File: src/sv/bcr_pkg.sv
// bcr_pkg: shared types and constants of the bank controller with clock registers
// no dependencies; imported by bcr_mapper, bcr_ram and bank_controller_with_rtc
package bcr_pkg;

   // access kinds carried in the request tuser
   typedef enum logic [1:0] {
      KIND_ROM_READ  = 2'd0,
      KIND_ROM_WRITE = 2'd1,
      KIND_RAM_READ  = 2'd2,
      KIND_RAM_WRITE = 2'd3
   } req_kind_type;

   // mapper register window, from rom-area address bits 14:13
   typedef enum logic [1:0] {
      WIN_RAM_ENABLE = 2'd0,
      WIN_ROM_BANK   = 2'd1,
      WIN_RAM_BANK   = 2'd2,
      WIN_LATCH      = 2'd3
   } win_type;

   localparam logic [7:0] RAM_ENABLE_KEY = 8'h0A;
   localparam logic [6:0] ROM_BANK_ONE   = 7'd1;
   localparam logic [7:0] LATCH_FIRST    = 8'h00;
   localparam logic [7:0] LATCH_SECOND   = 8'h01;
   localparam logic [7:0] UNDEF_BYTE     = 8'hFF;
   localparam logic [7:0] DAYS_HIGH_MASK = 8'hC1;
   localparam int         HALT_BIT       = 6;

   // highest bank that maps onto the ram store
   localparam logic [7:0] LAST_STORE_BANK = 8'd3;

   // clock register banks
   localparam logic [7:0] BANK_SECONDS   = 8'h08;
   localparam logic [7:0] BANK_MINUTES   = 8'h09;
   localparam logic [7:0] BANK_HOURS     = 8'h0A;
   localparam logic [7:0] BANK_DAYS_LOW  = 8'h0B;
   localparam logic [7:0] BANK_DAYS_HIGH = 8'h0C;

   // result of the decode stage, before the ram byte is merged in
   typedef struct packed {
      logic        use_ram;
      logic [7:0]  data;
      logic        rom_fetch;
      logic [20:0] rom_address;
      logic        undefined;
   } stage_type;

   // ram port control from the mapper
   typedef struct packed {
      logic rd;
      logic wr;
   } ram_ctrl_type;

endpackage

File: src/sv/bcr_mapper.sv
// bcr_mapper: mapper registers, clock registers and access decode
// depends on bcr_pkg; drives the ram port and the decode-stage result
module bcr_mapper #(
   parameter int RAM_BYTES = 32768
) (
   input  logic                         clock,
   input  logic                         reset,
   input  logic                         csr_wr_en,
   input  logic                         csr_wr_data,
   input  logic                         accept,
   input  bcr_pkg::req_kind_type        kind,
   input  logic [15:0]                  bus_address,
   input  logic [7:0]                   write_byte,
   input  logic [5:0]                   now_seconds,
   input  logic [5:0]                   now_minutes,
   input  logic [4:0]                   now_hours,
   input  logic [8:0]                   now_day_of_year,
   output bcr_pkg::stage_type           stage,
   output bcr_pkg::ram_ctrl_type        ram_ctrl,
   output logic [$clog2(RAM_BYTES)-1:0] ram_index,
   output logic [7:0]                   ram_wdata
);
   import bcr_pkg::*;

   localparam int AW = $clog2(RAM_BYTES);

   logic       timer_present_ff, timer_present_in;
   logic       ram_enabled_ff, ram_enabled_in;
   logic [6:0] rom_bank_ff, rom_bank_in;
   logic [7:0] ram_bank_ff, ram_bank_in;
   logic [7:0] latch_prev_ff, latch_prev_in;
   logic       latch_valid_ff, latch_valid_in;
   logic       latch_open_ff, latch_open_in;
   logic [5:0] seconds_ff, seconds_in;
   logic [5:0] minutes_ff, minutes_in;
   logic [4:0] hours_ff, hours_in;
   logic [7:0] days_low_ff, days_low_in;
   logic [7:0] days_high_ff, days_high_in;

   logic       reload;
   logic       bank_is_ram;
   logic       clock_access;
   logic [14:0] full_index;
   win_type    win;

   assign win          = win_type'(bus_address[14:13]);
   assign bank_is_ram  = (ram_bank_ff[7:2] == 6'd0);
   assign clock_access = ram_enabled_ff && !bank_is_ram && timer_present_ff;
   assign reload       = (kind == KIND_RAM_READ) && !days_high_ff[HALT_BIT];
   assign full_index   = {ram_bank_ff[1:0], bus_address[12:0]};

   // ram port
   assign ram_index      = full_index[AW-1:0];
   assign ram_wdata      = write_byte;
   assign ram_ctrl.rd    = accept && (kind == KIND_RAM_READ) && ram_enabled_ff && bank_is_ram;
   assign ram_ctrl.wr    = accept && (kind == KIND_RAM_WRITE) && ram_enabled_ff && bank_is_ram;

   // register next values
   always_comb begin
      timer_present_in = csr_wr_en ? csr_wr_data : timer_present_ff;
      ram_enabled_in   = ram_enabled_ff;
      rom_bank_in      = rom_bank_ff;
      ram_bank_in      = ram_bank_ff;
      latch_prev_in    = latch_prev_ff;
      latch_valid_in   = latch_valid_ff;
      latch_open_in    = latch_open_ff;
      seconds_in       = seconds_ff;
      minutes_in       = minutes_ff;
      hours_in         = hours_ff;
      days_low_in      = days_low_ff;
      days_high_in     = days_high_ff;
      if (accept) begin
         case (kind)
            KIND_ROM_WRITE: begin
               unique case (win)
                  WIN_RAM_ENABLE: ram_enabled_in = (write_byte == RAM_ENABLE_KEY);
                  WIN_ROM_BANK: begin
                     rom_bank_in = (write_byte[6:0] == 7'd0) ? ROM_BANK_ONE
                                                             : write_byte[6:0];
                  end
                  WIN_RAM_BANK: ram_bank_in = write_byte;
                  WIN_LATCH: begin
                     latch_open_in  = latch_valid_ff && (latch_prev_ff == LATCH_FIRST)
                                      && (write_byte == LATCH_SECOND);
                     latch_prev_in  = write_byte;
                     latch_valid_in = 1'b1;
                  end
                  default: ;
               endcase
            end
            KIND_RAM_READ: begin
               if (reload) begin
                  seconds_in   = now_seconds;
                  minutes_in   = now_minutes;
                  hours_in     = now_hours;
                  days_low_in  = now_day_of_year[7:0];
                  days_high_in = {7'd0, now_day_of_year[8]};
               end
            end
            KIND_RAM_WRITE: begin
               if (clock_access) begin
                  unique case (ram_bank_ff)
                     BANK_SECONDS:   seconds_in   = write_byte[5:0];
                     BANK_MINUTES:   minutes_in   = write_byte[5:0];
                     BANK_HOURS:     hours_in     = write_byte[4:0];
                     BANK_DAYS_LOW:  days_low_in  = write_byte;
                     BANK_DAYS_HIGH: days_high_in = write_byte & DAYS_HIGH_MASK;
                     default: ;
                  endcase
               end
            end
            default: ;
         endcase
      end
   end

   // decode-stage result, clock bytes seen after any reload
   always_comb begin
      stage.use_ram     = 1'b0;
      stage.data        = UNDEF_BYTE;
      stage.rom_fetch   = 1'b0;
      stage.rom_address = 21'd0;
      stage.undefined   = 1'b1;
      case (kind)
         KIND_ROM_READ: begin
            stage.data        = 8'd0;
            stage.undefined   = 1'b0;
            stage.rom_fetch   = 1'b1;
            stage.rom_address = bus_address[14] ? {rom_bank_ff, bus_address[13:0]}
                                                : {6'd0, bus_address[14:0]};
         end
         KIND_RAM_READ: begin
            if (ram_enabled_ff && bank_is_ram) begin
               stage.use_ram   = 1'b1;
               stage.undefined = 1'b0;
            end else if (clock_access && latch_open_ff) begin
               stage.undefined = 1'b0;
               unique case (ram_bank_ff)
                  BANK_SECONDS:   stage.data = {2'd0, seconds_in};
                  BANK_MINUTES:   stage.data = {2'd0, minutes_in};
                  BANK_HOURS:     stage.data = {3'd0, hours_in};
                  BANK_DAYS_LOW:  stage.data = days_low_in;
                  BANK_DAYS_HIGH: stage.data = days_high_in;
                  default:        stage.undefined = 1'b1;
               endcase
            end
         end
         default: ;
      endcase
   end

   // state registers
   always_ff @(posedge clock) begin
      if (reset) begin
         timer_present_ff <= 1'b0;
         ram_enabled_ff   <= 1'b0;
         rom_bank_ff      <= ROM_BANK_ONE;
         ram_bank_ff      <= 8'd0;
         latch_prev_ff    <= 8'd0;
         latch_valid_ff   <= 1'b0;
         latch_open_ff    <= 1'b0;
         seconds_ff       <= 6'd0;
         minutes_ff       <= 6'd0;
         hours_ff         <= 5'd0;
         days_low_ff      <= 8'd0;
         days_high_ff     <= 8'd0;
      end else begin
         timer_present_ff <= timer_present_in;
         ram_enabled_ff   <= ram_enabled_in;
         rom_bank_ff      <= rom_bank_in;
         ram_bank_ff      <= ram_bank_in;
         latch_prev_ff    <= latch_prev_in;
         latch_valid_ff   <= latch_valid_in;
         latch_open_ff    <= latch_open_in;
         seconds_ff       <= seconds_in;
         minutes_ff       <= minutes_in;
         hours_ff         <= hours_in;
         days_low_ff      <= days_low_in;
         days_high_ff     <= days_high_in;
      end
   end

endmodule

File: config.mk
export PLATFORM = sky130hd
export DESIGN_NAME = bcr_mapper
export DESIGN_NICKNAME = d
export VERILOG_FILES = /design/src/sv/bcr_pkg.sv /design/src/sv/bcr_mapper.sv
export SDC_FILE = /design/constraint.sdc
export NUM_CORES = 1
export LEC_CHECK = 0
export BUFFER_PORTS_ARGS = -buffer_cell sky130_fd_sc_hd__buf_2
export CELL_PAD_IN_SITES_DETAIL_PLACEMENT = 1
export CELL_PAD_IN_SITES_GLOBAL_PLACEMENT = 1
export CORE_MARGIN = 5
export CORE_UTILIZATION = 34
export DETAILED_ROUTE_END_ITERATION = 16
export PLACE_DENSITY = 0.77
export REMOVE_ABC_BUFFERS = 1
export SLEW_MARGIN = 20
export SYNTH_ARGS = -nofsm -noshare
export SYNTH_HDL_FRONTEND = slang
export SYNTH_SLANG_ARGS = --single-unit
File: constraint.sdc
create_clock -name clock -period 2.35 [get_ports clock]
set_clock_uncertainty 0.05 [all_clocks]
set_input_delay 0.235 -clock clock [delete_from_list [all_inputs] [get_ports clock]]
set_output_delay 0.235 -clock clock [all_outputs]
set_load 0.03 [all_outputs]
Word level (Yosys, flattened, before mapping)
Index checks and enable logic that the tools add are counted.

Equal/unequal tests: 13. Multiplexer cells: 38. Reduce and logical (&&, ||, !) cells: 25.

Operators by type and width (number): $mux W8 (10); $eq A8 B4 Y1 const B (6); $mux W6 (8); $pmux W8 S2 (3); $pmux W8 S5 (1); $pmux W6 S2 (2); $mux W22 (1); $mux W21 (1); $mux W5 (4); $logic_and A1 B1 Y1 (13); $reduce_and A3 Y1 (4); $pmux W5 S2 (1); $eq A2 B2 Y1 const B (4); $eq A8 B1 Y1 const B (1); $logic_not A8 Y1 (1); $logic_not A7 Y1 (1); $mux W7 (1); $logic_not A6 Y1 (1); $mux W1 (5); $reduce_or A5 Y1 (1); $eq A2 B1 Y1 const B (2); $logic_not A2 Y1 (2); $logic_not A1 Y1 (2); $pmux W1 S2 (1).

Register bits: 60. Logic and storage cells: 88.

Logic depth before layout (Yosys ltp)
Word-level depth: 11. Mapped depth: 9. Depth with buffers taken out: 6.

Worst setup path before layout
OpenSTA, ideal clock, no wires.

Path kind: register to output. Start: reg ram_bank_ff[7]. End: out stage[27] (netlist bit). Arrival: 2464 ps. Data required time: 2065 ps. Slack: -399 ps. Stages on the path, launching flop included: 8. Cells stage by stage: dfxtp_1 -> or4_4 -> buf_6 -> or2_1 -> or4_1 -> o311ai_1 -> a2111oi_1 -> a31oi_1.

RTL lines: from (decl) (line bcr_mapper.sv:30) `logic [7:0] ram_bank_ff, ram_bank_in;`; from (signal assigned) (line bcr_mapper.sv:171) `ram_bank_ff <= ram_bank_in;`; to (decl) (line bcr_mapper.sv:18) `output bcr_pkg::stage_type stage,`.

==> metrics.md <==
| Metric | Value |
|---|---|
| Sink Count | 60 |
| Worst-path maximum fanout | 3 |
| Routability cong. | 0.956 |
| R2R depth | 9 |
| Ratio of cells with drive above 1 in the final layout | 0.421 |
| CTS tree | built |
| Net Sw Frac | 0.308 |
| DRT antenna net count | 0 |
| Slowest cell on the critical path | or4_4 |
| CP dominant cell by count | or4_4 |
| Inst Count DP | 839 |
| Register area share after synthesis | 0.301 |
| Worst-Skew Late Latency | 0.35 ns |
| DP Wirelength | 14.7 mm |
| Root Driver | clkbuf_16 |
| FMAX | 0.339 GHz |
| Final core utilization | 0.525 |
| Worst Setup End Kind | output pin |
| Peak supply drop | 0.000474 V |
| Pins Over Slew Limit | 0 |
| Max-cap viol count | 0 |
| Pwr/cell area | 513 nW/um^2 |
| Die W | 118 um |
| Setup violation total in the final timing report | 11 |
| PortBufs | 112 |
| Post-synth EDFFs | 0 |
| RSZ-0062 raised after global routing | true |
| Synth top area cells | dfxtp_1, mux2i_1, nor2_1 |
| H-tree Lvls | 3 |
| Gr usage total | 0.284 |
| DR WL/cell | 25.2 um |
| Vias in the first global route | 5577 |
| DRC viols | 0 |
| Int Pwr | 0.00214 W |
| Layout Nets | 776 |
| Post-synth ARST share | 0 |
| Min-Delay Path Class | in -> reg |
| Startpoint Class | flop |
| Pleak | 2.71 nW |
| Clock network power share | 0.448 |
| Worst-path clk slew | 0.05 ns |
| Status | finished with violations |
| Mean Syn Cell Area | 7.55 sq um |
| Placed Area | 5310 sq um |
| Grt ovf | 0 |
| Initial DRC count | 594 |
| Main synth FF type | dfxtp_1 |
| Sequential Power Share | 0.346 |
| Pin count of the biggest net entering global routing | 30 |
| N_diodes | 0 |
| Vias per cell | 6.18 |
| Yosys warnings | 0 |
| Die Ht | 118 um |
| Finished layout cell area | 6020 sq um |
| Post-Syn Area | 4000 sq um |
| Net Switching | 0.000953 W |
| Leading area contributor after synthesis | dfxtp_1 |
| Post-layout power | 0.00309 W |
| Hold path depth | 3 |
| Critical Path AT | 2.67 ns |
| Area grow syn2layout | 50.8% |
| Drt pass-1 iters | 5 |
| Via count | 5357 |
| Max_slew headroom | 0.553 |
| Core ar. | 11500 sq um |
| Yosys reg bits | 60 |
| Post-synth top area share | 0.301 |
| Global-route wire length before repair | 31.4 mm |
| Post-layout min period | 2.95 ns |
| Clock Tree Buf Depth | 2 |
| Initial antenna violation count | 0 |
| Final period utilization | 1.26 |
| PnR worst setup slack | -0.601 ns |
| WS Path Type | reg -> out |
| Total CTS buffers | 9 |
| Number of cell rows | 39 |
| Post-synthesis cell count | 529 |
| Comb pwr share | 0.206 |
| Top-Level Pins | 114 |
| Final-report hold violation count | 0 |
| Hold_buf cts | 0 |
| Critical path cell sequence | or4_4, or2_1, or4_4, o311ai_4, a2111oi_2, a31oi_1, buf_4 |
| Post-Route WL | 21.9 mm |
| Finished Layout Cells | 867 |
| Failing checks | negative setup slack |
| Critical path required time | 2.07 ns |
| Worst path max stage delay | 0.57 ns |
| Slew at the pin closest to its max-slew limit | 0.665 ns |
| Starting Density | 0.348 |
| Die area | 14000 sq um |
| Distinct cells, synth | 59 |
worst max-delay path, delay by kind of cell (launching register included):
kind                   cells  cell delay (ns)
AO/OA/AOI/OAI              3             0.43
flip-flops                 1             0.32
AND/OR/NAND/NOR            3             1.37
buffers and inverters      1             0.21
logic make-up after synthesis:
group | share of synthesized area
AO/OA/AOI/OAI | 0.236
multiplexers | 0.0680
flip-flops | 0.301
AND/OR/NAND/NOR | 0.299
buffers and inverters | 0.0958
cells in the mapped netlist, types with 4 or more instances:
cell and instances:
nand2_1 32, a22o_1 4, a211oi_1 6, inv_1 9, mux2i_1 26, nor3_1 17
nor2b_1 13, a21oi_1 36, nand3_1 14, and4_1 4, nor4_1 9, a31oi_1 7
and3_1 12, a22oi_1 5, dfxtp_1 60, clkbuf_1 35, buf_4 23, o21ai_0 31
and2_1 22, buf_2 6, a221oi_1 6, or3_1 4, nand2b_1 8, nor2_1 61
a32oi_1 8, o211ai_1 5, o22ai_1 10
sequential cells by signal, indices dropped and copies added, names as in the netlist:
name	cells
days_high_ff	8
days_low_ff	8
hours_ff	5
latch_open_ff	1
latch_prev_ff	8
latch_valid_ff	1
minutes_ff	6
ram_bank_ff	8
ram_enabled_ff	1
rom_bank_ff	7
seconds_ff	6
timer_present_ff	1
final timing paths:
kind,from,end,slack [ns]
min reg2reg,rom_bank_ff[0]$_SDFFE_PP1P_,rom_bank_ff[0]$_SDFFE_PP1P_,0.41
max,ram_bank_ff[6]$_SDFFE_PP0P_,stage[27],-0.60
min,csr_wr_data,timer_present_ff$_SDFFE_PP0P_,0.07
max reg2reg,ram_bank_ff[6]$_SDFFE_PP0P_,seconds_ff[3]$_SDFF_PP0_,0.02
per-stage QoR:
step | TNS, ns | worst slack (ns) | hold slack, ns
floorplan | -4.10 | -0.726 | 0.254
global placement | -1.33 | -0.244 | 0.389
detailed placement | -1.68 | -0.325 | 0.399
CTS | -3.80 | -0.517 | 0.0672
global route | -5.32 | -0.613 | 0.0727
finish | -4.54 | -0.601 | 0.0730
power by group through the flow:
| stage | sequential (W) | clock [W] | combinational (W) |
|---|---|---|---|
| 2_1_floorplan | 0.00108 | 0 | 0.000214 |
| 3_3_place_gp | 0.00109 | 0 | 0.000558 |
| 3_5_place_dp | 0.00109 | 0 | 0.000574 |
| 4_1_cts | 0.00107 | 0.00140 | 0.000595 |
| 5_1_grt | 0.00107 | 0.00145 | 0.000665 |
| 6_report | 0.00107 | 0.00139 | 0.000638 |
final cells by class:
class	instances	area (sq um)
fill	1380	5440
inverter	9	33.8
timing repair buffer	245	1650
multi-input combinational	394	2640
sequential	60	1210
clock buffer	11	243
clock inverter	5	61.3
tap	143	179
metal layers:
layer / up-vias / GRT usage / part of all wire
li1: 2299 / - / -
met1: 2619 / 0.332 / 0.38
met2: 316 / 0.477 / 0.48
met3: 123 / 0.0669 / 0.080
met4: 0 / 0.161 / 0.065
met5: - / 0 / 0
cells in the final DEF (no fill, tap or decap), types with 3 or more instances in the layout:
cell / instances
a211oi_1: 5
a21oi_1: 34
a221o_1: 3
a221oi_1: 4
a22o_1: 4
a22oi_1: 5
a31oi_1: 6
a32oi_1: 7
and2_1: 22
and3_1: 12
and4_1: 3
buf_2: 101
buf_4: 130
buf_6: 12
clkbuf_16: 9
clkinvlp_4: 3
dfxtp_1: 55
dfxtp_2: 3
inv_1: 9
mux2i_1: 26
nand2_1: 31
nand2b_1: 7
nand3_1: 14
nand3b_1: 3
nand4b_1: 3
nor2_1: 57
nor2_2: 3
nor2b_1: 12
nor3_1: 15
nor3_4: 3
nor3b_1: 3
nor4_1: 5
nor4b_1: 3
o211ai_1: 5
o21ai_0: 26
o21ai_1: 4
o22a_1: 3
o22ai_1: 8
or3_1: 3
what timing repair did:
action / in CTS / in global routing
pin swaps: 9 / 21
setup buffers: 3 / 8
setup endpoints to repair: 11 / 17
gates cloned: 1 / 0
resized for setup: 43 / 40
Note: power is estimated with default switching activity, not from simulation.
